==> config.mk <==
export PLATFORM = sky130hd
export DESIGN_NAME = stack_with_middle_access
export DESIGN_NICKNAME = d
export VERILOG_FILES = /design/src/rtl/swma_pkg.sv /design/src/rtl/swma_ctrl.sv /design/src/rtl/swma_datapath.sv /design/src/rtl/stack_with_middle_access.sv
export SDC_FILE = /design/constraint.sdc
export NUM_CORES = 1
export LEC_CHECK = 0
export ABC_AREA = 1
export BUFFER_PORTS_ARGS = -buffer_cell sky130_fd_sc_hd__buf_2
export CAP_MARGIN = 25
export CELL_PAD_IN_SITES_DETAIL_PLACEMENT = 0
export CELL_PAD_IN_SITES_GLOBAL_PLACEMENT = 1
export CORE_ASPECT_RATIO = 1.25
export CORE_MARGIN = 2
export CORE_UTILIZATION = 35
export DETAILED_ROUTE_END_ITERATION = 16
export PLACE_DENSITY = 0.6
export SYNTH_ARGS = -nofsm -noshare
export SYNTH_HDL_FRONTEND = slang
export SYNTH_SLANG_ARGS = --single-unit
==> constraint.sdc <==
create_clock -name clock -period 4 [get_ports clock]
set_input_delay 0.4 -clock clock [delete_from_list [all_inputs] [get_ports clock]]
set_output_delay 0.4 -clock clock [all_outputs]
set_load 0.01 [all_outputs]
==> src/rtl/swma_pkg.sv <==
// ----------------------------------------------------------------------------
// swma_pkg
// Types and constants shared by the stack with middle access and its parts.
// ----------------------------------------------------------------------------
`default_nettype none

package swma_pkg;

   localparam int DEPTH = 16;
   localparam int IDX_W = $clog2(DEPTH);
   localparam int CNT_W = $clog2(DEPTH + 1);
   localparam int DATA_W = 32;
   localparam logic signed [DATA_W-1:0] MIDDLE_EMPTY = '1;

   typedef enum logic [1:0] {
      OP_PUSH   = 2'd0,
      OP_POP    = 2'd1,
      OP_DELMID = 2'd2,
      OP_QUERY  = 2'd3
   } op_type;

   typedef enum logic [1:0] {
      ST_OK    = 2'd0,
      ST_UNDER = 2'd1,
      ST_OVER  = 2'd2
   } status_type;

   typedef struct packed {
      op_type                    op;
      logic signed [DATA_W-1:0] value;
   } req_type;

   typedef struct packed {
      logic signed [DATA_W-1:0] middle;
      logic                      middle_valid;
      logic [CNT_W-1:0]          count;
      status_type                status;
   } rsp_type;

   typedef enum logic {
      CTL_IDLE   = 1'b0,
      CTL_MIDDLE = 1'b1
   } ctl_state_type;

   typedef struct packed {
      logic exec;
      logic load_rsp;
   } ctl_cmd_type;

   typedef struct packed {
      logic rsp_busy;
   } dp_status_type;

endpackage

`default_nettype wire

==> src/rtl/swma_ctrl.sv <==
// ----------------------------------------------------------------------------
// swma_ctrl
// Sequencer: takes one transaction, then loads the result once the output
// register is free.
// ----------------------------------------------------------------------------
`default_nettype none

module swma_ctrl (
   input  wire                     clock,
   input  wire                     reset,
   input  wire                     req_valid,
   output logic                    req_stall,
   input  swma_pkg::dp_status_type dp_status,
   output swma_pkg::ctl_cmd_type   cmd
);
   import swma_pkg::*;

   ctl_state_type state_ff;
   ctl_state_type state_in;

   always_ff @(posedge clock) begin
      if (reset) begin
         state_ff <= CTL_IDLE;
      end else begin
         state_ff <= state_in;
      end
   end

   always_comb begin
      state_in     = state_ff;
      req_stall    = 1'b1;
      cmd.exec     = 1'b0;
      cmd.load_rsp = 1'b0;
      unique case (state_ff)
         CTL_IDLE: begin
            req_stall = 1'b0;
            if (req_valid) begin
               cmd.exec = 1'b1;
               state_in = CTL_MIDDLE;
            end
         end
         CTL_MIDDLE: begin
            if (!dp_status.rsp_busy) begin
               cmd.load_rsp = 1'b1;
               state_in     = CTL_IDLE;
            end
         end
         default: begin
            state_in = CTL_IDLE;
         end
      endcase
   end

endmodule

`default_nettype wire

==> src/rtl/swma_datapath.sv <==
// ----------------------------------------------------------------------------
// swma_datapath
// Entry registers, fill count, middle read-out and result register.
// ----------------------------------------------------------------------------
`default_nettype none

module swma_datapath (
   input  wire                     clock,
   input  wire                     reset,
   input  swma_pkg::req_type       req_payload,
   input  swma_pkg::ctl_cmd_type   cmd,
   output swma_pkg::dp_status_type dp_status,
   output logic                    rsp_valid,
   input  wire                     rsp_stall,
   output swma_pkg::rsp_type       rsp_payload
);
   import swma_pkg::*;

   logic signed [DATA_W-1:0] entries_ff [DEPTH];
   logic signed [DATA_W-1:0] entries_in [DEPTH];
   logic [CNT_W-1:0]         count_ff;
   logic [CNT_W-1:0]         count_in;
   status_type               status_ff;
   status_type               status_in;
   rsp_type                  rsp_ff;
   rsp_type                  rsp_in;
   logic                     rsp_valid_ff;
   logic                     rsp_valid_in;
   logic [CNT_W-1:0]         half;
   logic [IDX_W-1:0]         mid_idx;
   logic                     empty;
   logic                     full;

   assign half    = count_ff >> 1;
   assign mid_idx = half[IDX_W-1:0];
   assign empty   = (count_ff == '0);
   assign full    = (count_ff == CNT_W'(DEPTH));

   always_comb begin
      entries_in = entries_ff;
      count_in   = count_ff;
      status_in  = status_ff;
      if (cmd.exec) begin
         status_in = ST_OK;
         unique case (req_payload.op)
            OP_PUSH: begin
               if (full) begin
                  status_in = ST_OVER;
               end else begin
                  entries_in[count_ff[IDX_W-1:0]] = req_payload.value;
                  count_in = count_ff + CNT_W'(1);
               end
            end
            OP_POP: begin
               if (empty) begin
                  status_in = ST_UNDER;
               end else begin
                  count_in = count_ff - CNT_W'(1);
               end
            end
            OP_DELMID: begin
               if (empty) begin
                  status_in = ST_UNDER;
               end else begin
                  for (int i = 0; i < DEPTH - 1; i++) begin
                     if ((CNT_W'(i) >= half) && (CNT_W'(i + 1) < count_ff)) begin
                        entries_in[i] = entries_ff[i + 1];
                     end
                  end
                  count_in = count_ff - CNT_W'(1);
               end
            end
            OP_QUERY: begin
            end
            default: begin
            end
         endcase
      end
   end

   always_comb begin
      rsp_in              = rsp_ff;
      rsp_in.middle       = empty ? MIDDLE_EMPTY : entries_ff[mid_idx];
      rsp_in.middle_valid = !empty;
      rsp_in.count        = count_ff;
      rsp_in.status       = status_ff;
      if (cmd.load_rsp) begin
         rsp_valid_in = 1'b1;
      end else if (!rsp_stall) begin
         rsp_valid_in = 1'b0;
      end else begin
         rsp_valid_in = rsp_valid_ff;
      end
   end

   always_ff @(posedge clock) begin
      entries_ff <= entries_in;
      status_ff  <= status_in;
      if (cmd.load_rsp) begin
         rsp_ff <= rsp_in;
      end
   end

   always_ff @(posedge clock) begin
      if (reset) begin
         count_ff     <= '0;
         rsp_valid_ff <= 1'b0;
      end else begin
         count_ff     <= count_in;
         rsp_valid_ff <= rsp_valid_in;
      end
   end

   assign dp_status.rsp_busy = rsp_valid_ff && rsp_stall;
   assign rsp_valid          = rsp_valid_ff;
   assign rsp_payload        = rsp_ff;

   a_count_bound: assert property (@(posedge clock) disable iff (reset)
      count_ff <= CNT_W'(DEPTH))
      else $error("fill count above depth");

   a_push_grows: assert property (@(posedge clock) disable iff (reset)
      (cmd.exec && req_payload.op == OP_PUSH && !full)
      |=> (count_ff == $past(count_ff) + CNT_W'(1)))
      else $error("push did not grow the stack");

   a_no_overwrite: assert property (@(posedge clock) disable iff (reset)
      cmd.load_rsp |-> !(rsp_valid_ff && rsp_stall))
      else $error("pending transaction overwritten");

   a_valid_flag: assert property (@(posedge clock) disable iff (reset)
      rsp_valid_ff |-> (rsp_ff.middle_valid == (rsp_ff.count != '0)))
      else $error("middle valid flag disagrees with count");

endmodule

`default_nettype wire

==> src/rtl/stack_with_middle_access.sv <==
// ----------------------------------------------------------------------------
// stack_with_middle_access
// Bounded stack of signed words with read-out and removal of the middle entry.
//
// Usage: the request channel (req_valid, req_stall, req_payload) carries one
// operation per transaction: push, pop, delete middle or query. Each request
// gives exactly one transaction on the result channel (rsp_valid, rsp_stall,
// rsp_payload) with the middle entry after the operation, its valid flag,
// the fill count and a status code.
// A request is handled in order: the edge that accepts it updates the entry
// registers and count, and a later edge, once the output register is free,
// reads the middle entry into the output register. A new request is taken
// only after the result of the last one has been loaded into that register.
// The output register keeps its transaction while the receiver stalls; a
// further request is still taken, and its result waits until the register
// frees up. Reset empties the stack at once; there is no clearing pass.
// ----------------------------------------------------------------------------
`default_nettype none

module stack_with_middle_access (
   input  wire                clock,
   input  wire                reset,
   input  wire                req_valid,
   output logic               req_stall,
   input  swma_pkg::req_type  req_payload,
   output logic               rsp_valid,
   input  wire                rsp_stall,
   output swma_pkg::rsp_type  rsp_payload
);
   import swma_pkg::*;

   ctl_cmd_type   cmd;
   dp_status_type dp_status;

   swma_ctrl u_ctrl (
      .clock     (clock),
      .reset     (reset),
      .req_valid (req_valid),
      .req_stall (req_stall),
      .dp_status (dp_status),
      .cmd       (cmd)
   );

   swma_datapath u_datapath (
      .clock       (clock),
      .reset       (reset),
      .req_payload (req_payload),
      .cmd         (cmd),
      .dp_status   (dp_status),
      .rsp_valid   (rsp_valid),
      .rsp_stall   (rsp_stall),
      .rsp_payload (rsp_payload)
   );

endmodule

`default_nettype wire

=== Word level (Yosys, flattened, before mapping) ===
Index checks and enable logic that the tools add are counted.

* Register bits after elaboration: 561
* Input port bits: 38
* Output and inout port bits: 42
* Word-level logic and storage cells: 164

* Add/subtract/negate cells: 2
* $lt $le $gt $ge: 33
* Equal/unequal tests: 22
* Muxes and demuxes: 39
* Bitwise gates (word level): 4
* Reduce and logical (&&, ||, !) cells: 40

{| class="wikitable"
|+ Operator list
! kind !! count
|-
| $pmux W480 S2 || 1
|-
| $mux W32 || 18
|-
| $bwmux W512 || 1
|-
| $mux W512 || 1
|-
| $mux W480 || 1
|-
| $bmux W32 S4 || 1
|-
| $demux W32 S4 || 1
|-
| $reduce_and A5 Y1 || 15
|-
| $lt A4 B5 Y1 const A || 8
|-
| $ne A2 B1 Y1 const B || 16
|-
| $ge A4 B4 Y1 const A || 7
|-
| $lt A3 B5 Y1 const A || 4
|-
| $logic_and A1 B1 Y1 || 17
|-
| $ge A3 B4 Y1 const A || 4
|-
| $ge A5 B5 Y1 const B || 2
|-
| $lt A2 B5 Y1 const A || 2
|-
| $mux W5 || 2
|-
| $not A4 Y5 || 2
|-
| $pmux W5 S2 || 1
|-
| $mux W1 || 9
|-
| $ge A1 B4 Y1 const A || 2
|-
| $ge A2 B4 Y1 const A || 2
|-
| $ne A2 B2 Y1 const B || 3
|-
| $add A5 B1 Y5 const B || 1
|-
| 17 further kinds || 19
|}

=== Longest topological paths before layout ===
Gate-level depths: netlist of run 1.

* Depth after elaboration: 8
* Gate-level depth with buffers: 12
* Mapped depth without buffers: 9

=== Modules after synthesis ===
A second synthesis of run 1 with hierarchy kept.

* Cell total of the unflattened synthesis: 2866
* Area total of the unflattened synthesis: 27552.7 um^2

{| class="wikitable"
|+ By module, submodules not included
! module !! times used !! cells an instance !! area an instance (um^2) !! seq. area each (um^2)
|-
| swma_datapath || 1 || 2856 || 27496.4 || 16756.1
|-
| swma_ctrl || 1 || 10 || 56.3 || 20.0
|}

=== Worst setup path after synthesis of run 1 ===
OpenSTA, ideal clock, no wires.

* Kind: flip-flop to flip-flop
* From: reg u_datapath.count_ff[1]
* To: reg u_datapath.entries_ff[224] (netlist bit) (enable)
* Arrival time: 3.792 ns
* Data required time: 3.539 ns
* Setup slack: -0.253 ns
* Stages on the path, launching flop included: 11
* Path buffers: 2
* Clock period less this slack: 4.253 ns
* Cells stage by stage: dfxtp_1 -> buf_4 -> inv_1 -> buf_2 -> ha_1 -> inv_1 -> nor2_4 -> nand2_8 -> nand2_4 -> nor2_1 -> nor3_1

* Cells in the longest elaborated chain, start to end: 4
* Elaborated cells on any way between the ends: 9

{| class="wikitable"
|+ RTL lines
! item !! RTL line !! RTL
|-
| from (decl) || swma_datapath.sv:21 || <nowiki>logic [CNT_W-1:0] count_ff;</nowiki>
|-
| from (signal assigned) || swma_datapath.sv:109 || <nowiki>count_ff <= count_in;</nowiki>
|-
| $lt A4 B5 Y1 or $ge A4 B4 Y1 (tied branches) || swma_datapath.sv:66 || <nowiki>if ((CNT_W'(i) >= half) && (CNT_W'(i + 1) < count_ff)) begin</nowiki>
|-
| $logic_and A1 B1 Y1 || swma_datapath.sv:66 ||
|-
| $ne A2 B1 Y1 (no source line) || n/a ||
|-
| $reduce_and A5 Y1 (no source line) (*) || n/a ||
|-
| to (signal assigned) || swma_datapath.sv:97 || <nowiki>entries_ff <= entries_in;</nowiki>
|-
| to (decl) || swma_datapath.sv:19 || <nowiki>logic signed [DATA_W-1:0] entries_ff [DEPTH];</nowiki>
|}

Every way passes the cells marked *; elsewhere a longest branch is shown, timed or not.
A chain may end at the register's enable or synchronous reset.

=== Final worst setup path of run 1 ===
* From: reg u_datapath.count_ff[1]
* To: reg u_datapath.entries_ff[222] (netlist bit) (data pin)

* Cells in the longest elaborated chain, start to end: 8
* Elaborated cells on any way between the ends: 9

{| class="wikitable"
|+ RTL lines
! item !! RTL line !! RTL
|-
| $not A4 Y5 (not written as such) (*) || swma_datapath.sv:50 || <nowiki>entries_in[count_ff[IDX_W-1:0]] = req_payload.value;</nowiki>
|-
| $ge A5 B5 Y1 (not written as such) or $lt A5 B1 Y1 (tied branches) || swma_datapath.sv:50 ||
|-
| $logic_and A1 B1 Y1 (not written as such) || swma_datapath.sv:50 ||
|-
| $mux W32 (not written as such) || swma_datapath.sv:50 ||
|-
| $demux W32 S4 (*) || swma_datapath.sv:50 ||
|-
| $bwmux W512 (*) || swma_datapath.sv:50 ||
|-
| $mux W512 (*) || swma_datapath.sv:47 || <nowiki>if (full) begin</nowiki>
|-
| $pmux W480 S2 (*) || swma_datapath.sv:45 || <nowiki>unique case (req_payload.op)</nowiki>
|}

Every way passes the cells marked *; elsewhere a longest branch is shown, timed or not. The select of a mux whose other input is x is not followed.

==> impl_metrics.json, run 1 <==
{
  "antenna_found_initial": 1,
  "first_pass_iters": 6,
  "slew_headroom_pct": 25.93,
  "p_leak_nw": 11.70,
  "grt_pass1_wl_um": 152800,
  "clock_skew_ns": 0.02509,
  "track_usage_pct": 24.98,
  "h-tree-depth": 2,
  "crit_type": "reg2reg",
  "hold_slack_ns": 0.01961,
  "antennaDiodeCount": 0,
  "fin_crit_ns": 3.157,
  "fin_cells": 4040,
  "gp_congestion": 0.8140,
  "grt_max_degree": 182,
  "start_kind": "flip-flop",
  "die_w_um": 258.6,
  "syn_area_sq_um": 28370,
  "max_freq_mhz": 316.7,
  "setup-violations-final": 0,
  "num_vias": 22490,
  "finalCritPeriodShare_pct": 78.93,
  "drt_iter0_drc": 2085,
  "postRouteWirelength_um": 105500,
  "ff2ff_path_depth": 9,
  "finalHoldViolations": 0,
  "crit_start": "u_datapath.count_ff[1]",
  "cts_buffer_depth": 3,
  "power.total_mw": 14.77,
  "clkTransAtPathRegs_ns": 0.06,
  "syn-num-nets": 2986,
  "tns_ns": 0,
  "syn2layout_area_growth_pct": 12.07,
  "dp_hpwl_um": 56250,
  "endpoint_kind": "flip-flop",
  "cts_tree": "built",
  "cts_buffers": 60,
  "worstHoldPathCells": 1,
  "hold_start": "req_payload[31]",
  "ys_seq_area_share_pct": 59.14,
  "io_pins": 80,
  "root_buffer": "clkbuf_16",
  "dieArea_sq_um": 83350,
  "clock_latency_ns": 0.66,
  "io_buffers": 79,
  "power_density_nw_per_um2": 464.6,
  "synthCells": 2940,
  "via_per_inst": 5.567,
  "core_sq_um": 80120,
  "layout-drive-gt1-share_pct": 10.58,
  "cap_violations": 0,
  "status": "finished clean",
  "initial_core_util_pct": 35.41,
  "routedWlPerCell_um": 26.11,
  "hp-class": "in2reg",
  "cp_data_required_time_ns": 4.46,
  "rows": 116,
  "worstMarginPinSlew_ns": 1.111,
  "final_area_sq_um": 31790,
  "cts_resized": 0,
  "yosysWarnings": 0,
  "fin_nets": 2974,
  "reg2reg_from": "u_datapath.count_ff[1]",
  "ant_nets": 0,
  "grt_setup_unrepaired": "false",
  "dp.cells": 3913,
  "postSynthAreaPerCell_sq_um": 9.648,
  "placed_area_sq_um": 29690,
  "cts.sinks": 561,
  "ys_ff_latch": 561,
  "rrSetupSlack_ns": 0.84,
  "grt_pass1_vias": 21930,
  "die_h_um": 322.3,
  "cp_max_fo": 19,
  "cp.arrival_ns": 3.62,
  "timing.rr.end": "u_datapath.entries_ff[222]",
  "irDropWorstVdd_mv": 0.3329,
  "hold_end": "u_datapath.entries_ff[31]",
  "grt.overflow.total": 0,
  "synth.distinct_cells": 36,
  "drv_slew": 0,
  "drc": 0
}
-- layout by cell type, fill, tap and decap left out, types with 66 or more instances in the layout --
master	Yosys	final
o21ai_0	185	185
buf_2	83	79
edfxtp_1	554	554
nand2_1	750	748
a21oi_1	165	160
o21ai_1	96	96
o22ai_1	213	213
nor2_1	186	176
nand3_1	67	66
inv_1	287	287
o211ai_1	117	117
-- registers in the layout, summed over array words and instances (netlist names) --
register / cells
u_ctrl.state_ff: 1
u_datapath.rsp_payload: 40
u_datapath.entries_ff: 512
u_datapath.rsp_valid: 1
u_datapath.status_ff: 2
u_datapath.count_ff: 5
-- per-layer routing --
metal / track usage [%] / wire length (um) / vias up
li1: - / - / 10200
met1: 32.70 / 44290 / 11250
met2: 43.75 / 52230 / 890
met3: 2.774 / 6202 / 154
met4: 6.808 / 2765 / 0
met5: 0 / 0 / -
-- Yosys cell counts --
cell type	instances	area [sq um]
nand3_4	28	490.5
o22ai_1	213	1333
nand3_2	3	30.03
nand3_1	67	335.3
buf_12	2	40.04
clkbuf_2	1	5.000
a31oi_1	1	6.260
nand2_1	750	2815
o21ai_1	96	480.5
nor2_1	186	698.2
ha_1	8	100.1
inv_2	5	18.77
nand2_2	1	6.260
clkbuf_1	94	352.8
o21ai_0	185	925.9
nor3_1	4	20.02
inv_4	1	6.260
buf_2	83	415.4
dfxtp_1	7	140.1
o211ai_1	117	878.3
a21oi_1	165	825.8
nor2_2	1	6.260
buf_8	1	15.01
o21ai_2	10	87.58
buf_4	26	195.2
xnor2_1	1	8.760
buf_1	7	26.28
nor3_2	1	10.01
xor2_1	1	8.760
nor2_4	2	22.52
buf_6	24	270.3
nand2_8	1	20.02
inv_1	287	1077
nand4_1	4	25.02
edfxtp_1	554	16640
nand2_4	3	33.78
-- worst max path at each step --
stage | slack, ns | depth (start not counted) | to
after floorplan | 0.38 | 10 | u_datapath.entries_ff[192]
after global placement | 0.79 | 10 | u_datapath.entries_ff[213]
after detailed placement | 0.86 | 10 | u_datapath.entries_ff[216]
after CTS | 0.89 | 9 | u_datapath.entries_ff[222]
after global routing | 0.72 | 9 | u_datapath.entries_ff[222]
final | 0.84 | 9 | u_datapath.entries_ff[222]
-- kinds of logic (layout without fill, tap and decap cells) --
| group | Yosys count | count (layout) | synth area share, % |
|---|---|---|---|
| fa+ha+maj | 8 | 8 | 0.3529 |
| flops | 561 | 561 | 59.14 |
| xor+xnor | 2 | 2 | 0.06176 |
| compound gates | 787 | 787 | 15.99 |
| buf+inv | 531 | 569 | 8.540 |
| simple gates | 1051 | 1051 | 15.91 |
-- layout make-up --
type / count / area (sq um)
Fill cell: 8009 / 48330
Clock buffer: 78 / 1630
Sequential cell: 561 / 16780
Timing Repair Buffer: 164 / 1271
Inverter: 293 / 1110
Multi-Input combinational cell: 1848 / 9349
Clock inverter: 34 / 319.1
Tap cell: 1062 / 1329
-- worst max-delay path, stage by stage (launching register included) --
cell and delay, ns:
dfxtp_4 0.47, inv_1 0.09, ha_1 0.26, inv_1 0.19, nor2_4 0.08, nand2_8 0.06, buf_4 0.37, buf_4 0.66
nand3_2 0.41, o21ai_0 0.32
-- power breakdown --
group | total (mW) | switching, mW | internal (mW)
Sequential | 6.75 | 0.0721 | 6.68
Combinational | 2.30 | 1.70 | 0.596
Clock | 5.72 | 2.48 | 3.24
Total | 14.8 | 4.25 | 10.5
-- stage by stage --
stage	worst slack, ns	util [%]
2_1_floorplan	0.3782	-
3_5_place_dp	0.8612	37.06
4_1_cts	0.8898	39.68
5_1_grt	0.7196	39.68
6_report	0.8429	39.68
3_3_place_gp	0.7877	37.06
-- repair_timing --
| item | 4_1_cts | 5_1_grt |
|---|---|---|
| hold endpoints to repair | 17 | 0 |
| hold buffers | 15 | 0 |
| setup buffers | 0 | 0 |
Power figures use the tool's default switching activity.
==> run 2: changes to the inputs <==
==> constraint.sdc (replaced) <==
create_clock -name clock -period 2.77 [get_ports clock]
set_input_delay 0.277 -clock clock [delete_from_list [all_inputs] [get_ports clock]]
set_output_delay 0.277 -clock clock [all_outputs]
set_load 0.01 [all_outputs]
==> run 2 against run 1 <==
Critical path type unchanged. Clock power up 39%. Largest power group unchanged. First-iteration DRC count increased by 12%. Total power is 43% higher.
==> impl_metrics.json, run 2 (synthesis gave the netlist of run 1 again) <==
{
  "root_buffer": "clkbuf_16",
  "drt_iter0_drc": 2342,
  "status": "finished clean",
  "utilization_pct": 40.41,
  "p_leak_nw": 11.96,
  "cp_top_family": "buffers and inverters",
  "cp.depth": 6,
  "via_per_inst": 5.582,
  "power_density_nw_per_um2": 651.6,
  "timing.rr.end": "u_datapath.entries_ff[69]",
  "track_usage_pct": 24.73,
  "ant_nets": 0,
  "worstMarginPinSlew_ns": 1.064,
  "clock_latency_ns": 0.65,
  "cts_hold_buf": 37,
  "fin_crit_ns": 2.671,
  "num_vias": 22880,
  "cp_data_required_time_ns": 3.10,
  "first_pass_iters": 5,
  "slowest_stage": "buf_4",
  "cp_common_cell": "o21ai_0",
  "rows": 116,
  "cts_resized": 0,
  "drv_slew": 0,
  "cp_max_fo": 32,
  "max_stage_delay_ns": 0.56,
  "crit_type": "reg2reg",
  "hp-class": "in2reg",
  "dieArea_sq_um": 83350,
  "clkTransAtPathRegs_ns": 0.06,
  "antenna_found_initial": 5,
  "io_pins": 80,
  "routedWlPerCell_um": 25.45,
  "die_h_um": 322.3,
  "endpoint_kind": "flip-flop",
  "start_kind": "flip-flop",
  "cap_violations": 0,
  "finalWorstSetupSlack_ns": 0.09933,
  "cts_tree": "built",
  "crit_buf_inv": 2,
  "regMostFlops": "u_datapath.entries_ff",
  "dp_hpwl_um": 61930,
  "max_freq_mhz": 374.4,
  "reg2reg_from": "u_datapath.count_ff[3]",
  "finalCritPeriodShare_pct": 96.41,
  "cts_buffer_depth": 3,
  "grt_pass1_wl_um": 152600,
  "multi_input_area_sq_um": 9360,
  "grt_setup_unrepaired": "false",
  "dp_slack_ns": 0.1448,
  "slew_headroom_pct": 28.95,
  "rrSetupSlack_ns": 0.1,
  "initial_core_util_pct": 35.41,
  "irDropWorstVdd_mv": 0.5546,
  "layout-drive-gt1-share_pct": 11.31,
  "grt.overflow.total": 0,
  "fillers": 8042,
  "grt_max_degree": 143,
  "grt_pass1_vias": 22270,
  "cp_cell_sequence": "buf_4, nand2_2, o21ai_0, o21ai_0, nor2_4, buf_12",
  "fin_nets": 3031,
  "postRouteWirelength_um": 104300,
  "core_sq_um": 80120,
  "h-tree-depth": 2,
  "gp_congestion": 0.8276,
  "io_buffers": 79,
  "ff2ff_path_depth": 6,
  "final_cell_mix": "nand2_1, edfxtp_1, inv_1",
  "die_w_um": 258.6,
  "cp-endpoint": "u_datapath.entries_ff[69]",
  "crit_start": "u_datapath.count_ff[3]",
  "final_common_cell": "nand2_1",
  "finalHoldViolations": 0,
  "cts_setup_buffers": 0,
  "syn2layout_area_growth_pct": 14.14,
  "drc": 0,
  "clock_skew_ns": 0.02061,
  "cts.sinks": 561,
  "largest_reg_flops": 512,
  "cts_buffers": 59,
  "final-seq-area_sq_um": 16780,
  "setup-violations-final": 0,
  "cp.arrival_ns": 3.00
}
[run 2: cell count changes in the layout (fill, tap and decap cells not counted), moves of 3 or more]
cell / delta
clkinv_1: +4
diode_2: +3
buf_12: +15
buf_4: +21
clkbuf_1: +5
clkbuf_8: -4
dlygate4sd3_1: +22
clkinv_2: -5
[run 2: worst min path at each step]
| stage | startpoint | end | slack [ns] | depth (start not counted) |
|---|---|---|---|---|
| final | req_payload[32] | u_datapath.status_ff[1] | 0.36 | 3 |
| after detailed placement | u_datapath.status_ff[0] | u_datapath.rsp_payload[0] | 0.43 | 0 |
| after floorplan | reset | u_datapath.count_ff[1] | 0.34 | 1 |
| after global routing | req_payload[32] | u_datapath.status_ff[1] | 0.35 | 3 |
| after global placement | u_datapath.status_ff[0] | u_datapath.rsp_payload[0] | 0.45 | 0 |
| after CTS | req_payload[32] | u_datapath.status_ff[1] | 0.30 | 3 |
[run 2: area by class of cell]
| class | instances | share of cell area, % |
|---|---|---|
| antenna | 3 | 0.02319 |
| clock buffer | 77 | 4.769 |
| clock inverter | 32 | 0.9082 |
| inverter | 293 | 3.428 |
| multi-input combinational | 1848 | 28.91 |
| sequential | 561 | 51.84 |
| tap | 1062 | 4.104 |
| timing repair buffer | 222 | 6.021 |
[run 2: per-stage QoR]
stage                     hold slack, ns  instance area [sq um]  TNS, ns  std cells  power (mW)
after global placement            0.4459                  30160        0       3949       13.26
after CTS                         0.2980                  32370        0       4095       21.22
after floorplan                   0.3387                  28450  -155.70       2940       11.97
after detailed placement          0.4335                  30160        0       3949       13.28
final                             0.3623                  32380        0       4098       21.10
after global routing              0.3450                  32370        0       4096       21.83
[run 2: routing by layer]
layer  track usage (%)  wire [um]  up-vias
met3             3.811       8102      190
met5                 0          0        -
met1             34.18      44410    11260
met2             40.03      48730     1094
li1                  -          -    10330
met4             7.514       3056        0
[run 2: power by group]
part | total (mW) | switching, mW | internal (mW)
logic | 3.41 | 2.46 | 0.947
registers | 9.75 | 0.107 | 9.64
clock network | 7.94 | 3.49 | 4.45
total | 21.1 | 6.05 | 15.0
[run 2: worst min-delay path, delay by kind of cell]
family | cells | cell delay [ns]
fa+ha+maj | 1 | 0.32
simple gates | 1 | 0.10
buf+inv | 1 | 0.13
==> run 3: changes to the inputs <==
--- a/config.mk
+++ b/config.mk
@@ -14,7 +14,8 @@
 export CORE_MARGIN = 2
 export CORE_UTILIZATION = 35
 export DETAILED_ROUTE_END_ITERATION = 16
-export PLACE_DENSITY = 0.6
+export GPL_ROUTABILITY_DRIVEN = 0
+export PLACE_DENSITY = 0.58
 export SYNTH_ARGS = -nofsm -noshare
 export SYNTH_HDL_FRONTEND = slang
 export SYNTH_SLANG_ARGS = --single-unit
==> constraint.sdc (replaced) <==
create_clock -name clock -period 2.95 [get_ports clock]
set_input_delay 0.295 -clock clock [delete_from_list [all_inputs] [get_ports clock]]
set_output_delay 0.295 -clock clock [all_outputs]
set_load 0.01 [all_outputs]
==> run 3 against run 2 <==
Setup slack better by 0.33 ns. Total power down 3.8%. Routed wire length is 2.8% higher. Final area rose by 0.29%. Maximum frequency up 5.8%. Sequential cell count stayed put. Count of clock-buffer cells in the layout down 5. Critical path type unchanged. Largest power group unchanged.
==> impl_metrics.json, run 3 (synthesis gave the netlist of run 1 again) <==
{
  "status": "finished clean",
  "grt.overflow.total": 0,
  "combinationalPowerShare_pct": 15.7,
  "cap_violations": 0,
  "utilization_pct": 40.53,
  "cts.sinks": 561,
  "num_vias": 22940,
  "grt_pass1_wl_um": 156100,
  "drc": 0,
  "irDropWorstVdd_mv": 0.4421,
  "io_buffers": 79,
  "layout-drive-gt1-share_pct": 11.51,
  "cts_resized": 0,
  "track_usage_pct": 25.53,
  "die_h_um": 322.3,
  "setup-violations-final": 0,
  "core_sq_um": 80120,
  "ant_nets": 0,
  "io_pins": 80,
  "clock_latency_ns": 0.66,
  "largest_reg_flops": 512,
  "worstMarginPinSlew_ns": 1.044,
  "root_buffer": "clkbuf_16",
  "drv_slew": 0,
  "rows": 116,
  "internal_power_mw": 14.46,
  "power_density_nw_per_um2": 625.1,
  "clock_skew_ns": 0.02547,
  "hp-class": "in2reg",
  "antenna_found_initial": 3,
  "power.total_mw": 20.29,
  "routedWlPerCell_um": 26.20,
  "first_pass_iters": 6,
  "grt_setup_unrepaired": "false",
  "dp_slack_ns": 0.3304,
  "netSwitchingPower_mw": 5.830,
  "p_leak_nw": 12.02,
  "regMostFlops": "u_datapath.entries_ff",
  "fin_crit_ns": 2.524,
  "via_per_inst": 5.602,
  "h-tree-depth": 2,
  "initial_core_util_pct": 35.41,
  "dieArea_sq_um": 83350,
  "cts_buffer_depth": 3,
  "postRouteWirelength_um": 107300,
  "hold_slack_ns": 0.02886,
  "dp_hpwl_um": 62230,
  "finalCritPeriodShare_pct": 85.56,
  "cts_buffers": 61,
  "fin_nets": 3025,
  "slew_headroom_pct": 30.40,
  "drt_iter0_drc": 2300,
  "endpoint_kind": "flip-flop",
  "cp_max_fo": 21,
  "start_kind": "flip-flop",
  "p_clk_share_pct": 39.2,
  "grt_max_degree": 150,
  "die_w_um": 258.6,
  "finalWorstSetupSlack_ns": 0.4259,
  "syn2layout_area_growth_pct": 14.46,
  "crit_type": "reg2reg",
  "cts_tree": "built",
  "cp.arrival_ns": 2.92,
  "final_cell_mix": "nand2_1, edfxtp_1, inv_1",
  "cp_data_required_time_ns": 3.35,
  "swShare_pct": 28.73,
  "final_common_cell": "nand2_1",
  "grt_pass1_vias": 22450,
  "finalHoldViolations": 0,
  "max_freq_mhz": 396.2,
  "clkTransAtPathRegs_ns": 0.06,
  "seq_power_share_pct": 45.1
}
## run 3: layout make-up
class	instances	area, sq um
diodes	1	2.502
clock buffers	72	1589
clock inverters	43	416.7
fillers	8007	47650
inverters	293	1110
multi-input cells	1848	9355
flip-flops and latches	561	16780
well taps	1062	1329
repair buffers	214	1884
## run 3: final timing paths
path | from | to | slack (ns) | depth (start not counted)
max | u_datapath.count_ff[3] | u_datapath.entries_ff[211] | 0.43 | 8
min | req_payload[29] | u_datapath.entries_ff[29] | 0.03 | 1
max reg2reg | u_datapath.count_ff[3] | u_datapath.entries_ff[211] | 0.43 | 8
min reg2reg | u_datapath.status_ff[0] | u_datapath.rsp_payload[0] | 0.48 | 0
## run 3: routing by layer
metal / routed length [um] / GRT usage (%) / share of wire (%) / vias up
met3: 5599 / 2.609 / 5.2 / 207
li1: - / - / - / 10300
met4: 3383 / 7.848 / 3.2 / 0
met2: 53240 / 44.26 / 50 / 874
met5: 0 / 0 / 0 / -
met1: 45040 / 33.60 / 42 / 11550
## run 3: stage by stage
stage / instance area (sq um) / TNS (ns) / std cells
final: 32470 / 0 / 4094
after global routing: 32470 / 0 / 4093
after CTS: 32470 / 0 / 4093
after detailed placement: 30140 / 0 / 3946
after global placement: 30110 / 0 / 3945
after floorplan: 28410 / -60.03 / 2940
## run 3: timing repair
item	in CTS	in global routing
endpoints found under the hold margin	37	0
setup endpoints to repair	0	0
hold buffers	32	0
setup buffers	0	0
## run 3: power by group through the flow
stage	clock (mW)	sequential (mW)	combinational, mW
after floorplan	0	9.31	1.92
after global placement	0	9.31	3.14
after detailed placement	0	9.32	3.15
after CTS	8.08	9.15	3.19
after global routing	8.38	9.16	3.44
final	7.96	9.15	3.19
## run 3: worst max-delay path, stage by stage, from the launching register on
cell,delay [ns]
dfxtp_2,0.36
inv_2,0.11
buf_4,0.40
nor2_1,0.13
inv_1,0.14
nor2_1,0.06
inv_1,0.64
buf_12,0.29
o21ai_0,0.13
